`src/design/bpe_pkg.sv`:
```
// ----------------------------------------------------------------------------
// Belief plausibility engine package
// Shared constants, payload types and command codes for the engine.
// ----------------------------------------------------------------------------
package bpe_pkg;

   // Frame and table sizing.
   localparam int MAX_SINGLETONS = 16;
   localparam int MASS_BITS      = 16;
   localparam int ADDR_W         = MAX_SINGLETONS;
   localparam int TABLE_DEPTH    = 1 << MAX_SINGLETONS;
   localparam int SUM_W          = 32;
   localparam int RATIO_W        = 17;
   localparam int FRAC_BITS      = 16;
   localparam int CFG_W          = 5;

   // Reset value of the singleton count register.
   localparam logic [CFG_W-1:0] CFG_RESET = CFG_W'(16);

   // Command codes.
   localparam logic [1:0] CMD_WRITE = 2'd0;
   localparam logic [1:0] CMD_READ  = 2'd1;
   localparam logic [1:0] CMD_BEL   = 2'd2;
   localparam logic [1:0] CMD_PLS   = 2'd3;

   // Ratio value that stands for 1.0.
   localparam logic [RATIO_W-1:0] RATIO_ONE = RATIO_W'(1) << FRAC_BITS;

   typedef struct packed {
      logic [1:0]  cmd;
      logic [15:0] set_mask;
      logic [15:0] mass_value;
   } req_payload_type;

   typedef struct packed {
      logic [31:0] sum_value;
      logic [31:0] total_mass;
      logic [16:0] ratio_q16;
      logic        zero_total;
   } rsp_payload_type;

   // Divider start request and completion status.
   typedef struct packed {
      logic             start;
      logic [SUM_W-1:0] num;
      logic [SUM_W-1:0] den;
   } div_req_type;

   typedef struct packed {
      logic               done;
      logic [RATIO_W-1:0] ratio;
   } div_rsp_type;

endpackage

```
`src/design/bpe_divider.sv`:
```
// ----------------------------------------------------------------------------
// Ratio divider
// Computes floor(num * 2^16 / den), saturated at 1.0 (0 when den is zero), one quotient bit a cycle.
// ----------------------------------------------------------------------------
module bpe_divider
   import bpe_pkg::*;
(
   input  logic        clock,
   input  logic        reset,
   input  div_req_type div_req,
   output div_rsp_type div_rsp
);

   typedef enum logic [2:0] {
      DIV_IDLE  = 3'b001,
      DIV_CHECK = 3'b010,
      DIV_ITER  = 3'b100
   } div_state_type;

   div_state_type          state_ff, state_in;
   logic [SUM_W-1:0]       num_ff, num_in;
   logic [SUM_W-1:0]       den_ff, den_in;
   logic [SUM_W-1:0]       rem_ff, rem_in;
   logic [FRAC_BITS-1:0]   quo_ff, quo_in;
   logic [3:0]             cnt_ff, cnt_in;
   logic [RATIO_W-1:0]     ratio_ff, ratio_in;
   logic                   done_ff, done_in;
   logic [SUM_W:0]         rem_shift;
   logic                   fits;

   // One restoring step: shift the remainder and try the divisor.
   assign rem_shift = {rem_ff, 1'b0};
   assign fits      = rem_shift >= {1'b0, den_ff};

   always_comb begin
      state_in = state_ff;
      num_in   = num_ff;
      den_in   = den_ff;
      rem_in   = rem_ff;
      quo_in   = quo_ff;
      cnt_in   = cnt_ff;
      ratio_in = ratio_ff;
      done_in  = 1'b0;
      unique case (state_ff)
         DIV_IDLE: begin
            if (div_req.start) begin
               num_in   = div_req.num;
               den_in   = div_req.den;
               state_in = DIV_CHECK;
            end
         end
         DIV_CHECK: begin
            // A zero total gives ratio 0, a sum at or above the total gives 1.0.
            if (den_ff == '0) begin
               ratio_in = '0;
               done_in  = 1'b1;
               state_in = DIV_IDLE;
            end else if (num_ff >= den_ff) begin
               ratio_in = RATIO_ONE;
               done_in  = 1'b1;
               state_in = DIV_IDLE;
            end else begin
               rem_in   = num_ff;
               quo_in   = '0;
               cnt_in   = 4'(FRAC_BITS - 1);
               state_in = DIV_ITER;
            end
         end
         DIV_ITER: begin
            rem_in = fits ? SUM_W'(rem_shift - {1'b0, den_ff}) : rem_shift[SUM_W-1:0];
            quo_in = {quo_ff[FRAC_BITS-2:0], fits};
            cnt_in = cnt_ff - 4'd1;
            if (cnt_ff == '0) begin
               ratio_in = {1'b0, quo_ff[FRAC_BITS-2:0], fits};
               done_in  = 1'b1;
               state_in = DIV_IDLE;
            end
         end
         default: begin
            state_in = DIV_IDLE;
         end
      endcase
   end

   always_ff @(posedge clock) begin
      if (reset) begin
         state_ff <= DIV_IDLE;
         done_ff  <= 1'b0;
      end else begin
         state_ff <= state_in;
         done_ff  <= done_in;
      end
   end

   always_ff @(posedge clock) begin
      num_ff   <= num_in;
      den_ff   <= den_in;
      rem_ff   <= rem_in;
      quo_ff   <= quo_in;
      cnt_ff   <= cnt_in;
      ratio_ff <= ratio_in;
   end

   assign div_rsp.done  = done_ff;
   assign div_rsp.ratio = ratio_ff;

endmodule

```
`config.mk`:
```
export PLATFORM = sky130hd
export DESIGN_NAME = bpe_divider
export DESIGN_NICKNAME = d
export VERILOG_FILES = /design/src/design/bpe_pkg.sv /design/src/design/bpe_divider.sv
export SDC_FILE = /design/constraint.sdc
export NUM_CORES = 1
export LEC_CHECK = 0
export BUFFER_PORTS_ARGS = -buffer_cell sky130_fd_sc_hd__buf_2
export CAP_MARGIN = 20
export CORE_ASPECT_RATIO = 1.25
export CORE_MARGIN = 2
export CORE_UTILIZATION = 30
export CTS_CLUSTER_SIZE = 40
export DETAILED_ROUTE_END_ITERATION = 12
export RECOVER_POWER = 25
export SLEW_MARGIN = 20
export SYNTH_ARGS = -nofsm -noshare
export SYNTH_HDL_FRONTEND = slang
export SYNTH_SLANG_ARGS = --single-unit
```
`constraint.sdc`:
```
create_clock -name clock -period 20.8 [get_ports clock]
set_clock_uncertainty 0.1 [all_clocks]
set_input_delay 1.04 -clock clock [delete_from_list [all_inputs] [get_ports clock]]
set_output_delay 1.04 -clock clock [all_outputs]
set_load 0.1 [all_outputs]
```
Word level (Yosys, flattened, before mapping)
Cells that the tools add are included.

operators by class
  add/sub/neg operators = 2
  $mul = 0
  divide/modulo/power cells = 0
  order comparisons = 2
  eq/ne operators = 8
  shift operators = 0
  multiplexer cells = 23
  bitwise gates (word level) = 0
  reductions and logical operators = 7

operators by type and width
  kind                   count
  $mux W32               3
  $pmux W32 S2           1
  $mux W17               3
  $pmux W17 S2           1
  $ge A33 B32 Y1         1
  $ge A32 B32 Y1         1
  $logic_not A32 Y1      1
  $sub A32 B32 Y32       1
  $mux W15               2
  $pmux W15 S2           1
  $mux W3                4
  $pmux W3 S3            1
  $mux W4                2
  $ne A2 B2 Y1 const B   4
  $pmux W4 S2            1
  $reduce_and A3 Y1      2
  $logic_not A4 Y1       1
  $reduce_and A2 Y1      2
  $sub A4 B1 Y4 const B  1
  $eq A3 B1 Y1 const B   1
  $eq A3 B2 Y1 const B   1
  $eq A3 B3 Y1 const B   1
  $mux W1                3
  $ne A3 B3 Y1 const B   1
  2 further kinds        2

storage, ports and cells
  flip-flop bits (word level) = 136
  latch bits = 0
  bits in writable memories = 0
  bits in read-only memories = 0
  bits of input ports = 67
  memories kept = 0

Depth between registers and ports, before layout
Gate-level depths: netlist of run 1.

  depth after elaboration = 4
  mapped depth = 13
  depth with buffers taken out = 11

Worst setup path after synthesis of run 1
No wires, ideal clock.

  kind = input -> register
  start = input div_req[64] (netlist bit)
  end = register den_ff[0] (enable)
  arrival = 7.275 ns
  required time = 20.048 ns
  path slack = 12.773 ns
  cell stages on the path = 1
  path buffers = 0
  cell sequence = nor4bb_1

on the way
  longest elaborated chain between the ends = 1

RTL lines
  item                         line               text
  from (decl)                  bpe_divider.sv:10  input div_req_type div_req,
  $reduce_and A2 Y1 (no line)  n/a
  to (signal assigned)         bpe_divider.sv:97  den_ff <= den_in;
  to (decl)                    bpe_divider.sv:22  logic [SUM_W-1:0] den_ff, den_in;

Every way passes these cells.
A chain may end at the register's enable or synchronous reset.

Final worst setup path of run 1
  start = register num_ff[31]
  end = register ratio_ff[16] (enable)

on the way
  longest elaborated chain between the ends = 3

RTL lines
  item                         line                text
  from (decl)                  bpe_divider.sv:21   logic [SUM_W-1:0] num_ff, num_in;
  from (signal assigned)       bpe_divider.sv:96   num_ff <= num_in;
  $ge A32 B32 Y1               bpe_divider.sv:58   end else if (num_ff >= den_ff) begin
  $ne A3 B3 Y1 (no line)       n/a
  $reduce_and A3 Y1 (no line)  n/a
  to (signal assigned)         bpe_divider.sv:101  ratio_ff <= ratio_in;
  to (decl)                    bpe_divider.sv:26   logic [RATIO_W-1:0] ratio_ff, ratio_in;

Every way passes these cells.

==> results of run 1 <==
metal layers:
layer	up-vias	track usage, %
met2	140	21.92
met3	29	2.375
met5	-	0
met4	0	5.049
met1	2558	17.12
li1	2723	-
area by class of cell:
class,count,area share [%]
timing repair buffer,89,5.002
sequential,136,44.91
clock buffer,17,4.724
inverter,42,1.751
clock inverter,15,2.223
multi-input combinational,482,36.74
tap,335,4.655
how the worst max path moves through the flow:
stage                         start                          to  depth (start not counted)
2_1_floorplan           div_req[64]         den_ff[0]$_DFFE_PP_                          1
3_3_place_gp   den_ff[24]$_DFFE_PP_         rem_ff[2]$_DFFE_PP_                         11
3_5_place_dp   den_ff[24]$_DFFE_PP_        rem_ff[16]$_DFFE_PP_                         10
4_1_cts        den_ff[24]$_DFFE_PP_        rem_ff[16]$_DFFE_PP_                         10
5_1_grt        den_ff[24]$_DFFE_PP_        rem_ff[16]$_DFFE_PP_                         10
6_report       num_ff[31]$_DFFE_PP_  ratio_ff[16]$_SDFFCE_PP0P_                          8
cells in the final DEF (no fill, tap or decap), types with 17 or more instances in the layout:
cell type,n
a21oi_1,55
and3_1,21
buf_2,78
clkbuf_16,17
edfxtp_1,132
ha_1,65
inv_1,42
nand2_1,55
nand3_1,17
nor2_1,51
o21ai_1,29
synthesized netlist by cell type (all sizes together) (3+ instances only):
cell type	instances
buf	10
ha	65
xnor2	15
edfxtp	132
dfxtp	4
xor2	14
nor2	51
mux2i	4
and3	21
o21bai	6
nor3	13
o21ai	45
nand2b	9
o211ai	9
a21oi	58
inv	42
a221oi	4
o31ai	3
nand2	57
a21o	14
nand3	17
nor2b	11
a31oi	5
clkbuf	12
nand4	13
o21a	5
nor4	14
worst max-delay path, cell delays in order (launching register included):
cell and delay [ps]:
edfxtp_1 430, ha_1 330, nand4_1 190, nor4_1 800, o2111ai_1 300, nand3b_1 210, o21ai_0 190, nor3_2 290
buf_4 280
state kept, by name, summed over array words and instances, names as in the netlist:
| register | count |
|---|---|
| num_ff | 32 |
| cnt_ff | 4 |
| rem_ff | 32 |
| ratio_ff | 17 |
| den_ff | 32 |
| quo_ff | 15 |
| done_ff | 1 |
| state_ff | 3 |
power by group through the flow:
stage | registers (mW) | logic (mW) | clock network [mW]
final | 0.320 | 0.0915 | 0.322
after detailed placement | 0.326 | 0.0913 | 0
after CTS | 0.321 | 0.0920 | 0.327
after global placement | 0.326 | 0.0911 | 0
after floorplan | 0.329 | 0.0653 | 0
after global routing | 0.322 | 0.102 | 0.338
metrics by stage:
stage               setup slack (ps)  hold WS [ps]  instances  cell area [um2]
CTS                            17350         450.3       1116             9012
detailed placement             17370         438.2       1084             8387
global route                   17120         469.8       1116             9005
finish                         17370         442.7       1116             9005
floorplan                      12770         359.6        682             7609
global placement               17430         436.9       1084             8387
logic make-up after synthesis:
| family | count (synthesis) | synth area share (%) |
|---|---|---|
| xor gates and xnor gates | 29 | 3.338 |
| AOI/OAI and AO/OA | 166 | 14.26 |
| buffers and inverters | 64 | 3.667 |
| muxes | 4 | 0.5263 |
| and+or+nand+nor | 217 | 14.11 |
| DFF | 136 | 53.15 |
| adders and majority gates | 66 | 10.95 |
==> flow_metrics.env, run 1 <==
export IMPL_grt_max_degree=67
export IMPL_dr_pass1_iters=5
export IMPL_ys_types=58
export IMPL_wl_met3_um=604
export IMPL_min_from="state_ff[0]$_SDFFE_PP1P_"
export IMPL_drive_above_1_share_pct=16.90
export IMPL_diodes=0
export IMPL_multi_input_area_um2=3308
export IMPL_power_switching_mw=0.2002
export IMPL_root_buffer="clkbuf_16"
export IMPL_p_leak_nw=3.640
export IMPL_met1Wirelength_um=8206
export IMPL_yosys_area_top_type="edfxtp_1"
export IMPL_io_pins=85
export IMPL_grt_overflow=0
export IMPL_synthFlopType="edfxtp_1"
export IMPL_wl_um=17400
export IMPL_vias_per_cell=4.884
export IMPL_seqCellArea_um2=4044
export IMPL_hold_path_end="done_ff$_SDFF_PP0_"
export IMPL_vias=5450
export IMPL_synth_seq_cells=136
export IMPL_reg2reg_from="num_ff[31]$_DFFE_PP_"
export IMPL_synthArstFlopShare_pct=0
export IMPL_row_count=65
export IMPL_syn_inst=682
export IMPL_utilization_pct=35.83
export IMPL_dieArea_um2=26660
export IMPL_clkPwrFrac_pct=43.9
export IMPL_min_period_ps=3434
export IMPL_place_port_buffers=84
export IMPL_p_int_mw=0.5336
export IMPL_drv_cap=0
export IMPL_status="complete, no violations"
export IMPL_r2r_end="ratio_ff[16]$_SDFFCE_PP0P_"
export IMPL_fmax_mhz=291.2
export IMPL_critical_path_class="flop to flop"
export IMPL_swShare_pct=27.28
export IMPL_routabilityCongestion=0.8822
export IMPL_critPathLaunchType="flop"
export IMPL_grt_setup_unrepaired="false"
export IMPL_cts_buffer_depth=2
export IMPL_synth_yosys_seq_area_share_pct=53.15
export IMPL_initial_core_util_pct=30.28
export IMPL_ir_drop_mv=0.05627
export IMPL_hold_class="flop to flop"
export IMPL_finalCritPeriodShare_pct=16.51
export IMPL_dr_wl_met2_um=8208
export IMPL_groute_usage_overall_pct=13.17
export IMPL_synth_area_leaders="edfxtp_1 (52%), ha_1 (11%), a21oi_1 (3.6%)"
export IMPL_fp_dieW_um=146.4
export IMPL_yosysWarnings=0
export IMPL_cts_hold_buffers_added=0
export IMPL_n_fill_cell=2495
export IMPL_synth_top_area_share_pct=52.10
export IMPL_cp_arrival_ps=3460
export IMPL_antenna_found_initial=0
export IMPL_area_delta_synth_final_pct=18.35
export IMPL_end_kind="flop"
export IMPL_core_um2=25130
export IMPL_final_max_slew_viol_count=0
export IMPL_htree_levels=4
export IMPL_synth_enable_flop_cells=132
export IMPL_combPwrFrac_pct=12.5
export IMPL_die_y_um=182.1
export IMPL_cts_sinks=136
export IMPL_timing_slew_headroom_pct=31.16
export IMPL_worst_slew_pin_slew_ps=1033
export IMPL_cts_tree="built"
export IMPL_whs_path_depth=1
export IMPL_drtIter0Drc=363
export IMPL_p_per_area_nw_per_um2=81.49
export IMPL_setup_viol=0
export IMPL_grt_pass1_wl_um=27480
export IMPL_tns_ps=0
export IMPL_drc=0
export IMPL_wire_per_inst_um=15.59
export IMPL_ff2ff_path_depth=8
export IMPL_hold_violations=0
export IMPL_total_power_mw=0.7338
export IMPL_clock_latency_ps=440
export IMPL_reg2reg_slack_ps=17370
export IMPL_p_seq_share_pct=43.7
export IMPL_grt_pass1_vias=5247
export IMPL_cts_buffers=17
export IMPL_cts_resized=0
export IMPL_place_hpwl_um=12750
export IMPL_layout_nets=901
export IMPL_synth_nets=815
export IMPL_postRouteAntennaNets=0
export IMPL_clk_pin_slew_ps=70
export IMPL_highest_layer="met4"
export IMPL_crit_path_max_fanout=16
export IMPL_crit_required_ps=20830
export IMPL_cts_setup_buffers=0
export IMPL_syn_avg_cell_area_um2=11.16
export IMPL_netlist_area_um2=7609
(Power assumes the default switching activity.)
==> inputs of run 2 (changes only) <==
- clock period: 20.8 -> 3.1 ns (I/O delays scaled with it)
==> run 2 against run 1 <==
  * Clock-buffer cell count rose by 1
  * Worst hold slack got worse by 120 ps
  * Non-clock buffer count rose by 104
  * Via count rose by 7.7%
  * Register-to-register slack got worse by 17000 ps
  * Critical path type unchanged
  * Largest cell class unchanged
==> flow_metrics.env, run 2 (synthesis results as in run 1) <==
export IMPL_finalCritPeriodShare_pct=94.19
export IMPL_cp_cell_sequence="inv_1 > ha_1 > o211ai_1 > o211ai_1 > a31oi_1 > a31oi_2 > a221oi_4 > o21ai_1 > xnor2_1 > o21ai_1 > o21a_1"
export IMPL_grt_pass1_wl_um=30330
export IMPL_reg2reg_slack_ps=180
export IMPL_grt_pass1_vias=5983
export IMPL_reg_top3="den_ff x32, num_ff x32, rem_ff x32"
export IMPL_hold_class="input port to flop"
export IMPL_power_switching_mw=1.280
export IMPL_clock_latency_ps=430
export IMPL_cts_tree="built"
export IMPL_htree_levels=4
export IMPL_grt_overflow=0
export IMPL_grtUsageMet1_pct=17.57
export IMPL_ir_drop_mv=0.3296
export IMPL_worst_slew_pin_slew_ps=539.3
export IMPL_wire_per_inst_um=15.20
export IMPL_diodes=0
export IMPL_setup_viol=0
export IMPL_p_int_mw=3.877
export IMPL_place_hpwl_um=13650
export IMPL_io_pins=85
export IMPL_critPathLaunchType="flop"
export IMPL_layout_nets=1005
export IMPL_cts_sinks=136
export IMPL_vias=5868
export IMPL_vias_per_cell=4.810
export IMPL_row_count=65
export IMPL_fp_dieW_um=146.4
export IMPL_groute_usage_overall_pct=14.50
export IMPL_hold_violations=0
export IMPL_path_buf_inv=1
export IMPL_die_y_um=182.1
export IMPL_final_max_slew_viol_count=0
export IMPL_crit_path_max_fanout=8
export IMPL_drv_cap=0
export IMPL_area_delta_synth_final_pct=32.59
export IMPL_drc=0
export IMPL_met2_usage_pct=25.43
export IMPL_crit_family="compound AO/OA/AOI/OAI gates"
export IMPL_crit_required_ps=3190
export IMPL_combPwrFrac_pct=14.6
export IMPL_postRouteAntennaNets=0
export IMPL_min_period_ps=2920
export IMPL_p_leak_nw=4.126
export IMPL_drive_above_1_share_pct=20.11
export IMPL_cp_arrival_ps=3010
export IMPL_design_area_um2=10090
export IMPL_fin_cells=1220
export IMPL_routabilityCongestion=0.8670
export IMPL_timing_slew_headroom_pct=64.05
export IMPL_critical_path_class="flop to flop"
export IMPL_total_power_mw=5.157
export IMPL_grtUsageMet3_pct=2.750
export IMPL_core_um2=25130
export IMPL_grt_max_degree=67
export IMPL_drtIter0Drc=461
export IMPL_root_buffer="clkbuf_16"
export IMPL_final_cell_mix="edfxtp_1 (132), buf_2 (77), dlygate4sd3_1 (65)"
export IMPL_initial_core_util_pct=30.28
export IMPL_status="complete, no violations"
export IMPL_p_seq_share_pct=41.6
export IMPL_end_kind="flop"
export IMPL_multi_input_area_um2=3361
export IMPL_cts_buffers=17
export IMPL_cts_buffer_depth=2
export IMPL_fmax_mhz=342.5
export IMPL_slowest_delay_ps=410
export IMPL_clkPwrFrac_pct=43.8
export IMPL_dr_pass1_iters=5
export IMPL_dp_cells=1122
export IMPL_grt_setup_unrepaired="true"
export IMPL_grt_busiest_layer="met2"
export IMPL_place_area_um2=8722
export IMPL_place_port_buffers=84
export IMPL_clk_pin_slew_ps=60
export IMPL_swShare_pct=24.82
export IMPL_antenna_found_initial=0
export IMPL_seqCellArea_um2=4044
export IMPL_n_fill_cell=2453
export IMPL_p_per_area_nw_per_um2=511.2
export IMPL_wl_um=18550
export IMPL_crit_slowest_cell="ha_1"
export IMPL_final_common_cell="edfxtp_1"
export IMPL_dieArea_um2=26660
-- run 2: cell types whose count changed in the layout (fill, tap and decap cells not counted), sizes merged --
cell / before / now
clkinv: 3 / 5
buf: 83 / 120
inv: 51 / 44
dlygate4sd3: 0 / 65
clkbuf: 23 / 26
clkinvlp: 1 / 2
bufinv: 2 / 5
-- run 2: timing repair --
action / in CTS / in global routing
pin swaps: 0 / 4
setup buffers: 0 / 1
resized for setup: 2 / 15
hold buffers: 65 / 0
endpoints found under the setup margin: 12 / 82
hold endpoints to repair: 68 / 0
-- run 2: tightest hold or removal path, cell delays in order --
cell	delay [ps]
buf_2	110
nor4bb_4	160
buf_12	220
o21bai_1	160
-- run 2: cell type report --
| class | count | area share [%] |
|---|---|---|
| multi-input cells | 482 | 33.31 |
| clock buffers | 18 | 4.254 |
| well taps | 335 | 4.155 |
| repair buffers | 193 | 14.42 |
| inverters | 42 | 1.563 |
| clock inverters | 14 | 2.208 |
| flip-flops and latches | 136 | 40.08 |
-- run 2: metal layers --
layer,vias up,wire length [um]
met2,130,9291
met1,2791,8113
met4,0,369
met3,24,772
li1,2923,-
met5,-,0
-- run 2: worst paths after layout --
kind | from | end | depth (start not counted)
setup / recovery | den_ff[15]$_DFFE_PP_ | rem_ff[30]$_DFFE_PP_ | 11
hold / removal | div_req[64] | state_ff[0]$_SDFFE_PP1P_ | 4
setup reg to reg | den_ff[15]$_DFFE_PP_ | rem_ff[30]$_DFFE_PP_ | 11
hold reg to reg | quo_ff[14]$_SDFFCE_PN0P_ | ratio_ff[15]$_SDFFCE_PN0P_ | 1
-- run 2: metrics by stage --
step / setup slack [ps] / hold slack (ps) / utilization, % / setup TNS, ps
2_1_floorplan: -84.86 / 126.6 / - / -5447
3_3_place_gp: -24.41 / 233.2 / 34.71 / -82.84
3_5_place_dp: -22.32 / 233.5 / 34.71 / -59.40
4_1_cts: 27.83 / 304.7 / 39.91 / 0
5_1_grt: -47.61 / 328.0 / 40.14 / -136.1
6_report: 180.2 / 321.6 / 40.14 / 0
-- run 2: power by group through the flow --
stage	clock network (mW)	logic, mW	registers [mW]
after floorplan	0	0.441	2.20
after global placement	0	0.665	2.18
after detailed placement	0	0.672	2.18
after CTS	2.31	0.742	2.15
after global routing	2.38	0.842	2.15
final	2.26	0.752	2.15
==> inputs of run 3 (changes only) <==
- ABC_AREA: default -> 1
==> run 3 against run 2 <==
  * Routed wire length up 28%
  * Global-route usage rose by 1.7 points
  * Clock-buffer cell count is 1 lower
  * Synthesized cell count rose by 62%
  * Total power increased by 1.9%
  * First-iteration DRC count rose by 4.8%
  * Cell area increased by 7.6%
  * Die area grew 14%
  * Worst hold slack worse by 11 ps
  * Core utilization is 2.0 points lower
  * Critical path type unchanged
  * Critical endpoint is now rem_ff[4]$_DFFE_PP_
==> flow_metrics.env, run 3 <==
export IMPL_reg_top3="den_ff x32, num_ff x32, rem_ff x32"
export IMPL_finalCritPeriodShare_pct=89.96
export IMPL_slowest_delay_ps=430
export IMPL_cts_buffer_depth=2
export IMPL_wl_um=23790
export IMPL_drc=0
export IMPL_initial_core_util_pct=30.58
export IMPL_dp_cells=1539
export IMPL_antenna_found_initial=1
export IMPL_whs_path_depth=2
export IMPL_cts_resized=0
export IMPL_r2r_end="rem_ff[4]$_DFFE_PP_"
export IMPL_final_max_slew_viol_count=0
export IMPL_crit_required_ps=3190
export IMPL_worst_slew_pin_slew_ps=1172
export IMPL_ir_drop_mv=0.3791
export IMPL_p_per_area_nw_per_um2=483.9
export IMPL_yosys_area_top_type="edfxtp_1"
export IMPL_cts_buffers=17
export IMPL_status="complete, no violations"
export IMPL_routabilityCongestion=0.9307
export IMPL_synth_enable_flop_cells=132
export IMPL_die_y_um=194.5
export IMPL_clock_latency_ps=450
export IMPL_fp_dieW_um=156.4
export IMPL_cts_sinks=136
export IMPL_place_hpwl_um=18390
export IMPL_clk_pin_slew_ps=80
export IMPL_finalWorstSetupSlack_ps=311.2
export IMPL_grt_max_degree=45
export IMPL_wire_per_inst_um=14.53
export IMPL_final_common_cell="nand2_1"
export IMPL_synthArstFlopShare_pct=0
export IMPL_layout_nets=1402
export IMPL_crit_path_max_fanout=23
export IMPL_synth_yosys_seq_area_share_pct=46.42
export IMPL_dieArea_um2=30430
export IMPL_drtIter0Drc=483
export IMPL_core_um2=28490
export IMPL_timing_hold_ws_ps=310.6
export IMPL_min_period_ps=2789
export IMPL_grt_pass1_wl_um=37800
export IMPL_netlist_area_um2=8712
export IMPL_crit_family="simple AND/OR/NAND/NOR gates"
export IMPL_min_from="div_req[47]"
export IMPL_tns_ps=0
export IMPL_io_pins=85
export IMPL_area_delta_synth_final_pct=24.64
export IMPL_grt_setup_unrepaired="false"
export IMPL_cts_tree="built"
export IMPL_p_leak_nw=5.329
export IMPL_crit_slowest_cell="nor3_1"
export IMPL_final_cell_mix="nand2_1 (396), inv_1 (208), edfxtp_1 (132)"
export IMPL_timing_slew_headroom_pct=22.20
export IMPL_place_ws_ps=314.6
export IMPL_syn_avg_cell_area_um2=7.877
export IMPL_synth_area_leaders="edfxtp_1 (45%), nand2_1 (17%), ha_1 (9.3%)"
export IMPL_fmax_mhz=358.6
export IMPL_groute_usage_overall_pct=16.23
export IMPL_synth_top_area_share_pct=45.50
export IMPL_cp_arrival_ps=2880
export IMPL_synth_seq_cells=136
export IMPL_synthFlopType="edfxtp_1"
export IMPL_fin_cells=1637
export IMPL_hold_path_end="num_ff[15]$_DFFE_PP_"
export IMPL_end_kind="flop"
export IMPL_synth_common_cells="nand2_1 (396), inv_1 (208), edfxtp_1 (132), nor2_1 (93), ha_1 (65)"
export IMPL_drive_above_1_share_pct=11.08
export IMPL_synth_nets=1239
export IMPL_yosysWarnings=0
export IMPL_path_buf_inv=3
export IMPL_hold_class="input port to flop"
export IMPL_cts_setup_buffers=0
export IMPL_place_port_buffers=84
export IMPL_cp_cell_sequence="inv_1 > ha_1 > nand2_1 > nor3_1 > inv_1 > nor2_1 > nand2_1 > nand2_1 > nor2_2 > nand2_4 > buf_4 > nand2_1 > nand3_1 > nand2_1"
export IMPL_cpMostUsedCell="nand2_1"
export IMPL_synth_most_common_cell="nand2_1"
export IMPL_diodes=0
export IMPL_hold_violations=0
export IMPL_ys_types=33
export IMPL_reg2reg_slack_ps=310
export IMPL_htree_levels=4
export IMPL_drv_cap=0
export IMPL_syn_inst=1106
export IMPL_critical_path_class="flop to flop"
export IMPL_postRouteAntennaNets=0
export IMPL_row_count=69
export IMPL_reg2reg_from="den_ff[30]$_DFFE_PP_"
export IMPL_critPathLaunchType="flop"
export IMPL_ff2ff_path_depth=14
export IMPL_dr_pass1_iters=5
export IMPL_grt_pass1_vias=7427
export IMPL_vias_per_cell=4.478
export IMPL_root_buffer="clkbuf_16"
export IMPL_setup_viol=0
export IMPL_n_fill_cell=2968
export IMPL_grt_overflow=0
export IMPL_vias=7331
-- run 3: changes by cell type in the layout (fill, tap and decap cells not counted), sizes merged, moves of 20 or more --
cell / before / now
nand3b: 1 / 23
nor2: 51 / 100
nand2: 57 / 399
a21oi: 58 / 35
inv: 44 / 220
and3: 21 / 1
o21ai: 45 / 5
buf: 120 / 92
nand3: 17 / 63
-- run 3: kinds of logic after synthesis --
kind of cell               after synthesis  synth area share, %
AOI/OAI and AO/OA                       46                2.800
xor gates and xnor gates                15                1.508
adders and majority gates               66                9.565
buffers and inverters                  228                10.15
DFF                                    136                46.42
and+or+nand+nor                        615                29.56
-- run 3: metal layers --
layer | track usage [%] | up-vias | share of wire, %
met2 | 28.68 | 158 | 50
met4 | 7.815 | 2 | 3.9
met1 | 18.68 | 3303 | 42
li1 | - | 3815 | -
met5 | 0 | - | 0.055
met3 | 3.077 | 53 | 3.6
-- run 3: timing repair --
item,CTS,global route
hold endpoints to repair,68,0
hold buffers,66,0
setup endpoints to repair,0,0
-- run 3: report_power, final --
group,internal [mW],switching [mW],leakage (nW),total [mW]
clock,1.16,0.924,0.295,2.08
combinational,0.364,0.622,3.78,0.986
sequential,2.14,0.0512,1.26,2.19
-- run 3: through the flow --
step	utilization [%]	power, mW	cell area, um2
floorplan	-	2.868	8726
finish	38.12	5.255	10860
global placement	33.72	3.139	9607
CTS	38.15	5.308	10870
global route	38.12	5.505	10860
detailed placement	33.72	3.150	9607
-- run 3: worst max-delay path by stage --
stage	start	to	cells past startpoint	slack [ps]
after floorplan	state_ff[0]$_SDFFE_PP1P_	den_ff[0]$_DFFE_PP_	4	280
after global placement	den_ff[23]$_DFFE_PP_	rem_ff[18]$_DFFE_PP_	14	330
after detailed placement	den_ff[18]$_DFFE_PP_	rem_ff[18]$_DFFE_PP_	14	310
after CTS	den_ff[18]$_DFFE_PP_	rem_ff[18]$_DFFE_PP_	14	300
after global routing	den_ff[23]$_DFFE_PP_	rem_ff[18]$_DFFE_PP_	14	20
final	den_ff[30]$_DFFE_PP_	rem_ff[4]$_DFFE_PP_	14	310
-- run 3: area by class of cell --
class | instances | area [um2] | area share, %
flip-flops and latches | 136 | 4044 | 37.24
multi-input cells | 742 | 3802 | 35.02
repair buffers | 162 | 1179 | 10.85
inverters | 210 | 788.3 | 7.259
well taps | 355 | 444.2 | 4.090
clock buffers | 17 | 425.4 | 3.917
clock inverters | 15 | 176.4 | 1.625
-- run 3: worst reg2reg max path: cells and delay by family (launching register included) --
family	cells	cell delay, ps
fa+ha+maj	1	370
buf+inv	3	410
flops	1	360
simple gates	10	1300
